**config.mk**
```make
export PLATFORM = sky130hd
export DESIGN_NAME = dds_tuning_word_serial_loader
export DESIGN_NICKNAME = d
export VERILOG_FILES = /design/src/design/dtl_pkg.sv /design/src/design/dtl_fifo.sv /design/src/design/dtl_front.sv /design/src/design/dtl_back.sv /design/src/design/dds_tuning_word_serial_loader.sv
export SDC_FILE = /design/constraint.sdc
export NUM_CORES = 1
export LEC_CHECK = 0
export CAP_MARGIN = 20
export CORE_MARGIN = 2
export CORE_UTILIZATION = 35
export CTS_CLUSTER_SIZE = 12
export DETAILED_ROUTE_END_ITERATION = 10
export DONT_BUFFER_PORTS = 1
export PLACE_DENSITY_LB_ADDON = 0.15
export SYNTH_ARGS = -nofsm -noshare
export SYNTH_HDL_FRONTEND = slang
export SYNTH_SLANG_ARGS = --single-unit
```
**constraint.sdc**
```tcl
create_clock -name clk -period 11.77 [get_ports clk]
set_input_delay 2.354 -clock clk [delete_from_list [all_inputs] [get_ports clk]]
set_output_delay 2.354 -clock clk [all_outputs]
set_load 0.01 [all_outputs]
```
**src/design/dtl_pkg.sv**
```systemverilog
package dtl_pkg;

  localparam int WORD_BITS  = 32;
  localparam int LOAD_BITS  = 40;
  localparam int CLOCK_BITS = 30;
  localparam int DIV_BITS   = 2 * WORD_BITS;
  // two restoring steps per cycle
  localparam int DIV_CYCLES = DIV_BITS / 2;

  localparam logic [CLOCK_BITS-1:0] CLOCK_RESET = 30'd125000000;

  localparam logic [1:0] OP_RESET = 2'd0;
  localparam logic [1:0] OP_RAW   = 2'd1;
  localparam logic [1:0] OP_FREQ  = 2'd2;

  localparam logic [1:0] KIND_DATA   = 2'd0;
  localparam logic [1:0] KIND_UPDATE = 2'd1;
  localparam logic [1:0] KIND_RESET  = 2'd2;

  typedef struct packed {
    logic [1:0]           opcode;
    logic [WORD_BITS-1:0] value;
  } in_t;

  typedef struct packed {
    logic [1:0] strobe_kind;
    logic       data_bit;
    logic       last;
  } out_t;

  // queue entry between the front and the serializer
  typedef struct packed {
    logic                 is_reset;
    logic [WORD_BITS-1:0] word;
  } cmd_t;

  typedef struct packed {
    logic [CLOCK_BITS-1:0] rem;
    logic [DIV_BITS-1:0]   quo;
  } div_t;

  typedef enum logic [1:0] {
    F_IDLE,
    F_DIV,
    F_PUSH
  } front_state_t;

  typedef enum logic [1:0] {
    B_IDLE,
    B_SHIFT,
    B_UPDATE,
    B_RESET
  } back_state_t;

  // one restoring division step; dividend bits leave at the top of quo,
  // quotient bits enter at the bottom
  function automatic div_t div_step(input div_t s, input logic [CLOCK_BITS-1:0] d);
    logic [CLOCK_BITS:0] r2;
    logic [CLOCK_BITS:0] diff;
    logic                ge;
    div_t                o;
    r2 = {s.rem, s.quo[DIV_BITS-1]};
    diff = r2 - {1'b0, d};
    ge = (r2 >= {1'b0, d});
    o.rem = ge ? diff[CLOCK_BITS-1:0] : r2[CLOCK_BITS-1:0];
    o.quo = {s.quo[DIV_BITS-2:0], ge};
    return o;
  endfunction

endpackage

```
**src/design/dtl_fifo.sv**
```systemverilog
module dtl_fifo #(
  parameter int WIDTH = 33,
  parameter int DEPTH = 2
) (
  input  logic             clk,
  input  logic             rst_n,
  input  logic             push,
  input  logic [WIDTH-1:0] push_data,
  input  logic             pop,
  output logic [WIDTH-1:0] head,
  output logic             full,
  output logic             empty
);

  localparam int AW = (DEPTH > 1) ? $clog2(DEPTH) : 1;
  localparam int CW = $clog2(DEPTH + 1);

  logic [WIDTH-1:0] mem_r [DEPTH];
  logic [AW-1:0]    wr_ptr_r, wr_ptr_nxt;
  logic [AW-1:0]    rd_ptr_r, rd_ptr_nxt;
  logic [CW-1:0]    count_r, count_nxt;

  assign full  = (count_r == CW'(DEPTH));
  assign empty = (count_r == '0);
  assign head  = mem_r[rd_ptr_r];

  always_comb begin
    wr_ptr_nxt = wr_ptr_r;
    rd_ptr_nxt = rd_ptr_r;
    count_nxt  = count_r;
    if (push) begin
      wr_ptr_nxt = (wr_ptr_r == AW'(DEPTH - 1)) ? '0 : wr_ptr_r + 1'b1;
    end
    if (pop) begin
      rd_ptr_nxt = (rd_ptr_r == AW'(DEPTH - 1)) ? '0 : rd_ptr_r + 1'b1;
    end
    if (push && !pop) begin
      count_nxt = count_r + 1'b1;
    end else if (pop && !push) begin
      count_nxt = count_r - 1'b1;
    end
  end

  always_ff @(posedge clk) begin
    if (!rst_n) begin
      wr_ptr_r <= '0;
      rd_ptr_r <= '0;
      count_r  <= '0;
    end else begin
      wr_ptr_r <= wr_ptr_nxt;
      rd_ptr_r <= rd_ptr_nxt;
      count_r  <= count_nxt;
    end
  end

  always_ff @(posedge clk) begin
    if (push) begin
      mem_r[wr_ptr_r] <= push_data;
    end
  end

endmodule

```
**src/design/dtl_front.sv**
```systemverilog
module dtl_front (
  input  logic                            clk,
  input  logic                            rst_n,
  input  logic                            start,
  input  dtl_pkg::in_t                    in_cmd,
  output logic                            busy,
  input  logic [dtl_pkg::CLOCK_BITS-1:0]  dds_clock_hz,
  input  logic                            q_full,
  output logic                            q_push,
  output dtl_pkg::cmd_t                   q_data
);

  localparam int CNT_W = $clog2(dtl_pkg::DIV_CYCLES);

  dtl_pkg::front_state_t         state_r, state_nxt;
  dtl_pkg::div_t                 div_r, div_nxt;
  logic [dtl_pkg::CLOCK_BITS-1:0] divisor_r, divisor_nxt;
  logic [CNT_W-1:0]              cnt_r, cnt_nxt;
  logic                          accept;

  assign accept = start && !busy;

  // next state
  always_comb begin
    state_nxt = state_r;
    case (state_r)
      dtl_pkg::F_IDLE: begin
        if (accept && in_cmd.opcode == dtl_pkg::OP_FREQ) begin
          state_nxt = dtl_pkg::F_DIV;
        end
      end
      dtl_pkg::F_DIV: begin
        if (cnt_r == CNT_W'(dtl_pkg::DIV_CYCLES - 1)) begin
          state_nxt = dtl_pkg::F_PUSH;
        end
      end
      dtl_pkg::F_PUSH: begin
        if (!q_full) begin
          state_nxt = dtl_pkg::F_IDLE;
        end
      end
      default: state_nxt = dtl_pkg::F_IDLE;
    endcase
  end

  // outputs
  always_comb begin
    busy          = 1'b1;
    q_push        = 1'b0;
    q_data        = '0;
    case (state_r)
      dtl_pkg::F_IDLE: begin
        busy = q_full;
        q_data.is_reset = (in_cmd.opcode == dtl_pkg::OP_RESET);
        q_data.word     = in_cmd.value;
        q_push = accept &&
                 (in_cmd.opcode == dtl_pkg::OP_RESET || in_cmd.opcode == dtl_pkg::OP_RAW);
      end
      dtl_pkg::F_PUSH: begin
        q_data.word = div_r.quo[dtl_pkg::WORD_BITS-1:0];
        q_push      = !q_full;
      end
      default: begin
        busy = 1'b1;
      end
    endcase
  end

  // divider datapath
  always_comb begin
    div_nxt     = div_r;
    divisor_nxt = divisor_r;
    cnt_nxt     = cnt_r;
    if (state_r == dtl_pkg::F_IDLE) begin
      div_nxt.rem = '0;
      div_nxt.quo = {in_cmd.value, {dtl_pkg::WORD_BITS{1'b0}}};
      divisor_nxt = dds_clock_hz;
      cnt_nxt     = '0;
    end else if (state_r == dtl_pkg::F_DIV) begin
      div_nxt = dtl_pkg::div_step(dtl_pkg::div_step(div_r, divisor_r), divisor_r);
      cnt_nxt = cnt_r + 1'b1;
    end
  end

  always_ff @(posedge clk) begin
    if (!rst_n) begin
      state_r <= dtl_pkg::F_IDLE;
    end else begin
      state_r <= state_nxt;
    end
  end

  always_ff @(posedge clk) begin
    div_r     <= div_nxt;
    divisor_r <= divisor_nxt;
    cnt_r     <= cnt_nxt;
  end

endmodule

```
**src/design/dtl_back.sv**
```systemverilog
module dtl_back (
  input  logic           clk,
  input  logic           rst_n,
  input  logic           q_empty,
  input  dtl_pkg::cmd_t  q_head,
  output logic           q_pop,
  output logic           out_strobe,
  output dtl_pkg::out_t  out_res
);

  localparam int CNT_W = $clog2(dtl_pkg::LOAD_BITS);

  dtl_pkg::back_state_t          state_r, state_nxt;
  logic [dtl_pkg::WORD_BITS-1:0] word_r, word_nxt;
  logic [CNT_W-1:0]              cnt_r, cnt_nxt;
  logic                          out_strobe_r, out_strobe_nxt;
  dtl_pkg::out_t                 out_res_r, out_res_nxt;

  // next state
  always_comb begin
    state_nxt = state_r;
    case (state_r)
      dtl_pkg::B_SHIFT: begin
        if (cnt_r == CNT_W'(dtl_pkg::LOAD_BITS - 1)) begin
          state_nxt = dtl_pkg::B_UPDATE;
        end
      end
      dtl_pkg::B_IDLE, dtl_pkg::B_UPDATE, dtl_pkg::B_RESET: begin
        if (!q_empty) begin
          state_nxt = q_head.is_reset ? dtl_pkg::B_RESET : dtl_pkg::B_SHIFT;
        end else begin
          state_nxt = dtl_pkg::B_IDLE;
        end
      end
      default: state_nxt = dtl_pkg::B_IDLE;
    endcase
  end

  // outputs
  always_comb begin
    q_pop          = 1'b0;
    out_strobe_nxt = 1'b0;
    out_res_nxt    = '0;
    case (state_r)
      dtl_pkg::B_IDLE: begin
        q_pop = !q_empty;
      end
      dtl_pkg::B_SHIFT: begin
        out_strobe_nxt          = 1'b1;
        out_res_nxt.strobe_kind = dtl_pkg::KIND_DATA;
        out_res_nxt.data_bit    = word_r[0];
      end
      dtl_pkg::B_UPDATE: begin
        q_pop                   = !q_empty;
        out_strobe_nxt          = 1'b1;
        out_res_nxt.strobe_kind = dtl_pkg::KIND_UPDATE;
        out_res_nxt.last        = 1'b1;
      end
      dtl_pkg::B_RESET: begin
        q_pop                   = !q_empty;
        out_strobe_nxt          = 1'b1;
        out_res_nxt.strobe_kind = dtl_pkg::KIND_RESET;
        out_res_nxt.last        = 1'b1;
      end
      default: q_pop = 1'b0;
    endcase
  end

  // word shifts out LSB first; zeros fill the control and phase bits
  always_comb begin
    word_nxt = word_r;
    cnt_nxt  = cnt_r;
    if (q_pop) begin
      word_nxt = q_head.word;
      cnt_nxt  = '0;
    end else if (state_r == dtl_pkg::B_SHIFT) begin
      word_nxt = {1'b0, word_r[dtl_pkg::WORD_BITS-1:1]};
      cnt_nxt  = cnt_r + 1'b1;
    end
  end

  always_ff @(posedge clk) begin
    if (!rst_n) begin
      state_r      <= dtl_pkg::B_IDLE;
      out_strobe_r <= 1'b0;
    end else begin
      state_r      <= state_nxt;
      out_strobe_r <= out_strobe_nxt;
    end
  end

  always_ff @(posedge clk) begin
    word_r    <= word_nxt;
    cnt_r     <= cnt_nxt;
    out_res_r <= out_res_nxt;
  end

  assign out_strobe = out_strobe_r;
  assign out_res    = out_res_r;

endmodule

```
**src/design/dds_tuning_word_serial_loader.sv**
```systemverilog
// Serial loader for a 40-bit DDS. A command is taken when start is high and
// busy is low. A reset command gives one reset-pulse result; a load gives 40
// data-bit results (tuning word LSB first, then eight zero bits) and one
// update pulse, one result per cycle. Results appear on out_strobe/out_res
// for a single cycle each and cannot be held off. A frequency command first
// runs the 64/30-bit restoring divider in the front end, two quotient bits
// per cycle, and then queues the word; this overlaps with the serializer
// draining earlier commands through a QUEUE_DEPTH-entry queue. Sustained
// throughput is set by the serializer; busy is high while the divider works
// or waits to queue its word, or while the queue is full. cfg_ready is
// always high; write dds_clock_hz only while no command is in flight.
module dds_tuning_word_serial_loader #(
  parameter int QUEUE_DEPTH = 2
) (
  input  logic                            clk,
  input  logic                            rst_n,
  input  logic                            start,
  output logic                            busy,
  input  dtl_pkg::in_t                    in_cmd,
  output logic                            out_strobe,
  output dtl_pkg::out_t                   out_res,
  input  logic                            cfg_valid,
  output logic                            cfg_ready,
  input  logic [dtl_pkg::CLOCK_BITS-1:0]  cfg_data
);

  logic [dtl_pkg::CLOCK_BITS-1:0] dds_clock_r;
  logic                           q_push, q_pop, q_full, q_empty;
  dtl_pkg::cmd_t                  q_data, q_head;

  assign cfg_ready = 1'b1;

  always_ff @(posedge clk) begin
    if (!rst_n) begin
      dds_clock_r <= dtl_pkg::CLOCK_RESET;
    end else if (cfg_valid && cfg_ready) begin
      dds_clock_r <= cfg_data;
    end
  end

  dtl_front u_front (
    .clk          (clk),
    .rst_n        (rst_n),
    .start        (start),
    .in_cmd       (in_cmd),
    .busy         (busy),
    .dds_clock_hz (dds_clock_r),
    .q_full       (q_full),
    .q_push       (q_push),
    .q_data       (q_data)
  );

  dtl_fifo #(
    .WIDTH ($bits(dtl_pkg::cmd_t)),
    .DEPTH (QUEUE_DEPTH)
  ) u_queue (
    .clk       (clk),
    .rst_n     (rst_n),
    .push      (q_push),
    .push_data (q_data),
    .pop       (q_pop),
    .head      (q_head),
    .full      (q_full),
    .empty     (q_empty)
  );

  dtl_back u_back (
    .clk        (clk),
    .rst_n      (rst_n),
    .q_empty    (q_empty),
    .q_head     (q_head),
    .q_pop      (q_pop),
    .out_strobe (out_strobe),
    .out_res    (out_res)
  );

  a_last_on_pulse : assert property (@(posedge clk) disable iff (!rst_n)
    out_strobe |-> (out_res.last == (out_res.strobe_kind != dtl_pkg::KIND_DATA)))
    else $error("last flag does not match result kind");

  a_pulse_data_low : assert property (@(posedge clk) disable iff (!rst_n)
    out_strobe && out_res.strobe_kind != dtl_pkg::KIND_DATA |-> !out_res.data_bit)
    else $error("data line high on a pulse result");

  a_no_push_full : assert property (@(posedge clk) disable iff (!rst_n)
    q_push |-> !q_full)
    else $error("queue push while full");

  a_no_pop_empty : assert property (@(posedge clk) disable iff (!rst_n)
    q_pop |-> !q_empty)
    else $error("queue pop while empty");

  a_freq_busy : assert property (@(posedge clk) disable iff (!rst_n)
    start && !busy && in_cmd.opcode == dtl_pkg::OP_FREQ |=> busy)
    else $error("front end free while dividing");

endmodule

```
# Word-level counts from Yosys, hierarchy flattened
# Memory sizes are Yosys's and may differ from the RTL's. A register that Yosys moved wholly into a read port is not among the register bits.
# Cells that the tools add are included.
# W data, S select, Z words.
# op_classes
n_reduce_logical	22
add_sub_neg	8
muxes	30
eq_ne	14
magnitude_cmp	2
# op_table
op	count
$mux W64	2
$mux W32	2
$pmux W32 S2	1
$ge A31 B30 Y1	2
$mux W30	2
$sub A30 B30 Y30	2
$mux W2	8
$mux W1	11
$eq A2 B2 Y1 const B	5
$logic_not A2 Y1	4
$pmux W2 S2	2
$add A6 B1 Y6 const B	1
$eq A2 B1 Y1 const B	3
$eq A6 B6 Y1 const B	1
$ne A2 B1 Y1 const B	3
$pmux W2 S3	1
$reduce_bool A2 Y1	3
$reduce_or A3 Y1	2
$add A5 B1 Y5 const B	1
$eq A5 B5 Y1 const B	1
$logic_and A1 B1 Y1	5
$logic_not A1 Y1	5
$reduce_and A3 Y1	1
$add A1 B1 Y1 const B	2
6 further kinds	6
# word_totals
memories	1
output_inout_bits	7
in_bits	68
ramBits	66
reg_bits	210
# memory_table
name	depth	width	rd	rd_ports_with_merged_regs	wr	line_no	rtl
u_queue.mem_r	2	33	1	1	1	dtl_fifo.sv:18	logic [WIDTH-1:0] mem_r [DEPTH];

# Depth between registers and ports, before layout
# depth
depth_word	10
depth_mapped	28

# By module
# From an unflattened synthesis, not the netlist that was laid out.
# unflattened
hier_cells	1329
hier_area_um2	14617.8
# modules_own_cells
mod	instances	seq_area_each_um2	area_each_um2	cells_each
dtl_front	1	3243.1	8914.8	988
dtl_fifo	1	2082.0	2600.0	125
dtl_back	1	1221.2	1961.9	117
dds_tuning_word_serial_loader	1	600.6	1141.1	99

# Least setup slack after synthesis
# OpenSTA, ideal clock, no wires.
# synth_path
kind	input to register
from	input port in_cmd[33] (netlist bit)
to	memory u_queue.mem_r[0][0], enable pin
setup_slack_ns	5.563
setup_time_ns	0.509
arrival_time_ns	5.698
n_path_buf	0
path_stages	3
cell_sequence	inv_1 -> a21oi_1 -> nor4_1
# synth_between
elab_chain_len	6
word_cells_on_any_way	7
# synth_lines
element	line_no	rtl
start: declaration	dds_tuning_word_serial_loader.sv:19	input dtl_pkg::in_t in_cmd,
$eq A2 B1 Y1 or $logic_not A2 Y1 (tied branches)	dtl_front.sv:57	(in_cmd.opcode == dtl_pkg::OP_RESET || in_cmd.opcode == dtl_pkg::OP_RAW);
$logic_or A1 B1 Y1 (*)	dtl_front.sv:57	
$logic_and A1 B1 Y1 (*)	dtl_front.sv:56	q_push = accept &&
$pmux W1 S2 (*)	dtl_front.sv:51	case (state_r)
$mux W1 (*)	dtl_fifo.sv:57	if (push) begin
$mux W1 (implied by the code) (*)	dtl_fifo.sv:58	mem_r[wr_ptr_r] <= push_data;
end: declaration	dtl_fifo.sv:18	
# Mark *: on every way between the ends. The rest lies on a longest branch, timed or not.

# Worst setup path in the final report
# layout_path
from	register u_front.divisor_r[1] (netlist bit)
to	register u_front.div_r[91] (netlist bit)
# layout_between
elab_chain_len	4
word_cells_on_any_way	6
# layout_lines
element	line_no	rtl
start: declaration	dtl_front.sv:17	logic [dtl_pkg::CLOCK_BITS-1:0] divisor_r, divisor_nxt;
start signal: assignment	dtl_front.sv:95	divisor_r <= divisor_nxt;
$sub A30 B30 Y30 or $ge A31 B30 Y1 (tied branches)	dtl_pkg.sv:63, dtl_pkg.sv:64	
$mux W30	dtl_pkg.sv:65	o.rem = ge ? diff[CLOCK_BITS-1:0] : r2[CLOCK_BITS-1:0];
$sub A30 B30 Y30 or $ge A31 B30 Y1 (tied branches)	dtl_pkg.sv:63, dtl_pkg.sv:64	
$mux W30 (*)	dtl_pkg.sv:65	
end signal: assignment	dtl_front.sv:94	div_r <= div_nxt;
end: declaration	dtl_front.sv:16	dtl_pkg::div_t div_r, div_nxt;
# Marked as above.
# A chain may end at the register's enable or synchronous reset.

==> results by group <==
Run status
  – Outcome: finished clean

Drt
  – DRC Markers: 0
  – Detailed Route WL: 33600 µm
  – Top sig layer: met4
  – DRT iter0 DRCs: 579
  – Vias: 9836
  – Vias per std cell: 5.20
  – DR WL/cell: 17.8 µm
  – First-pass DRT Iterations: 5
  – DR WL met3: 1430 µm
  – Detail Route met2 WL: between 15000 and 20000 µm
  – DRT met1 WL: 15700 µm
  – Detail Route Antenna Nets: 0

Final layout
  – Post-layout util: 39.8%
  – Share of layout cells above drive strength 1: 7.10%
  – Layout overhead on the synthesized area: 11.8%
  – Antenna Cells: 0
  – Fin nets: 1474
  – Final Instance Area: 15900 µm²

Yosys
  – Number of enable flip-flop cells after synthesis: 160
  – Seq/Total Area, Yosys: 50.3%
  – Synth Flop Type: edfxtp_1
  – Seq cells post-synth: 277
  – Synthesized netlist cell count: 1356
  – Post-Syn Area: 14200 µm²
  – Synth Net Count: 1490
  – Top cell type's share of synthesized area: 33.8%
  – Ys async rst share: 0%
  – Area contributors post-synth: edfxtp_1 34%, dfxtp_1 16%, mux2i_1 10%
  – Mean Syn Cell Area: ~10 µm²
  – Synth area leader: edfxtp_1
  – Ys Warns: 0
  – Unique masters post-synth: around 70

Pwr
  – Leakage: 6.10 nW
  – Sw Share: between 20% and 30%
  – Sequential share of power: 44.9%
  – Worst vdd ir: 0.000117 V
  – Final Power: between 2 and 3 mW
  – Clock power share: slightly below 40%
  – P_sw: 0.761 mW
  – PwrDens: 175 nW/µm²
  – Power Internal: ~2.0 mW
  – Logic pwr share: 15.8%

Setup path
  – CP delay by family, top: compound AO/OA/AOI/OAI gates
  – WP data required: between 10 and 15 ns
  – Worst Path Class, Setup: reg2reg
  – Worst EP arrival: ~7 ns
  – Critical path's largest stage delay: 0.53 ns
  – Worst R2R Path Depth: 22
  – CP Capture Type: flip-flop
  – WP buf/inv: 3
  – Slowest-stage cell, CP: or2_1
  – Crit path max fanout: 37
  – CP startpoint kind: flip-flop
  – Worst path cell trace: inv_1 > ha_1 > nor2b_1 > o31a_1 > o211ai_1 > a21boi_2 > a21oi_2 > a22o_2 > buf_4 > mux2_2 > ha_1 > nor2_1 > a211oi_1 > o21ai_0 > nand2_1 > nand2_1 > a31oi_1 > o221a_2 > or2_1 > buf_4 > nor2_1 > a221o_1
  – Worst path depth: 22

Global routing
  – GRT Residual Overflow: 0
  – Total Routing Usage GR: 16.3%
  – Largest net degree at the start of global routing: 76
  – First-pass GRT wire length: 54100 µm
  – Vias in the first global route: 9766
  – Initial antenna violation count: 0

Clock network
  – CTS root buffer: clkbuf_16
  – Resized Gates After CTS: 0
  – Post-CTS Repair Setup Buffers: 0
  – Clock tree from TritonCTS: done
  – Total CTS buffers: 35
  – H-Tree Depth: 2
  – Cts hold-fix bufs: 0
  – Clk_lat worst skew: 0.54 ns
  – Clock slew at reported path FFs: 0.06 ns
  – Clock sink count: 277
  – Max Root-Sink Buffers: 3

Flow run
  – Maxcap violations: 0

Die
  – Initial core utilization: 35.6%
  – Chip height: 205 µm
  – IO Pins: 75
  – Row cnt: 73
  – DIE WIDTH: 205 µm
  – Die area: 42200 µm²
  – Placeable Area: 39900 µm²

Timing
  – Rel. slew slack: roughly 33%
  – TNS Setup: 0 ns
  – RSZ-0062 raised after global routing: false
  – Post-layout min period: 6.42 ns
  – Count of final setup violators: 0
  – Period utilization: 54.5%
  – Max Fclk: between 0.15 and 0.2 GHz
  – Final Slew Violations: 0
  – Worst Tran Pin Value: ~1 ns
  – Skew final: about 0.013 ns
  – Final Hold Vio Count: 0

Hold path
  – Worst Hold Class: reg2reg
  – Hold Path Depth: 0

Placement
  – Hpwl dp: 23000 µm
  – GPL Wtd Cong: 0.835
  – # port buffers: 0
  – DP Area: 14700 µm²
## synth_stat cells (all sizes together), types with 2 or more instances
cell and instances:
or3 5, nor2b 25, o21ai 110, and2 9, dfxtp 117, xnor2 36, edfxtp 160, clkbuf 41
o41ai 3, and4 2, mux2 8, a31oi 9, mux2i 143, nand3 18, nand2b 12, a221o 6
a21boi 7, nor2 114, a21oi 55, o211ai 12, or2 4, o221ai 3, o22ai 2, buf 26
o31ai 5, fa 2, ha 64, inv 58, nand2 136, o221a 2, a221oi 3, a21o 18
xor2 15, and3 8, o21a 14, nand4 11, a22o 36, a211oi 7, nor4 9, nor3 19
o21bai 6
## state kept, by name, indices dropped and copies added, names as in the netlist, named ones only
name               cells
u_back.word_r         32
u_front.divisor_r     30
u_back.cnt_r           6
u_queue.rd_ptr_r       1
u_back.state_r         2
u_queue.wr_ptr_r       1
u_front.div_r         94
u_queue.count_r        2
u_front.cnt_r          5
dds_clock_r           30
u_back.out_strobe      1
u_front.state_r        2
u_back.out_res         4
u_queue.mem_r         66
## path summary, 6_finish.rpt
path                             startpoint                        endpoint  slack (ns)
max          u_front.divisor_r[1]$_DFFE_PP_  u_front.div_r[91]$_SDFFE_PP0P_        5.35
min          u_back.state_r[1]$_SDFFE_PN0P_       u_back.out_res[0]$_DFF_P_        0.42
max reg2reg  u_front.divisor_r[1]$_DFFE_PP_  u_front.div_r[91]$_SDFFE_PP0P_        5.35
min reg2reg  u_back.state_r[1]$_SDFFE_PN0P_       u_back.out_res[0]$_DFF_P_        0.42
## layout make-up
type | instances | area [µm²]
Inverter | 58 | 218
Clock inverter | 18 | 234
Multi-Input combinational cell | 954 | 6570
Tap cell | 525 | 657
Clock buffer | 46 | 947
Fill cell | 3885 | 24000
Timing Repair Buffer | 14 | 105
Sequential cell | 277 | 7160
## per-layer routing
layer / GRT usage [%] / vias to the layer above
met2: 26.7 / 181
met4: 5.65 / 0
met5: 0 / -
met1: 21.8 / 4680
met3: 2.74 / 57
li1: - / 4918
## logic make-up after synthesis
family,Yosys count,synth area share (%)
adders and majority gates,66,5.92
xor gates and xnor gates,51,3.14
AOI/OAI and AO/OA,310,14.4
other,1,0.0264
DFF,277,50.3
and+or+nand+nor,375,11.9
buffers and inverters,125,3.61
muxes,151,10.7
## per-stage QoR
step                      setup slack [ns]  hold WS (ns)  std cells
final                                 5.35         0.417       1892
after global routing                  4.68         0.438       1892
after CTS                             5.33         0.416       1892
after detailed placement              5.33         0.409       1828
after global placement                5.49         0.400       1828
after floorplan                       5.56         0.408       1356
## worst register-to-register path, cell delays in order (launching register included)
cell and delay (ns):
edfxtp_1 0.42, inv_1 0.15, ha_1 0.26, nor2b_1 0.15, o31a_1 0.34, o211ai_1 0.31, a21boi_2 0.17, a21oi_2 0.30
a22o_2 0.36, buf_4 0.42, mux2_2 0.44, ha_1 0.36, nor2_1 0.05, a211oi_1 0.29, o21ai_0 0.19, nand2_1 0.11
nand2_1 0.05, a31oi_1 0.25, o221a_2 0.31, or2_1 0.53, buf_4 0.38, nor2_1 0.14, a221o_1 0.33
## power groups by stage
| stage | Clock (mW) | Combinational [mW] | Sequential, mW |
|---|---|---|---|
| floorplan | 0 | 0.351 | 1.25 |
| global placement | 0 | 0.451 | 1.27 |
| detailed placement | 0 | 0.449 | 1.27 |
| CTS | 1.13 | 0.450 | 1.25 |
| global route | 1.17 | 0.508 | 1.27 |
| finish | 1.10 | 0.441 | 1.25 |
## cells in the final DEF, fill, tap and decap left out, drive strengths merged, types with 12 or more instances in the layout
cell / instances
edfxtp: 160
mux2i: 143
nand2: 136
dfxtp: 117
nor2: 114
o21ai: 110
ha: 64
inv: 60
a21oi: 55
clkbuf: 46
xnor2: 36
a22o: 36
nor2b: 25
nor3: 19
a21o: 18
nand3: 18
xor2: 15
o21a: 14
buf: 14
o211ai: 12
nand2b: 12
Power figures use the tool's default switching activity.
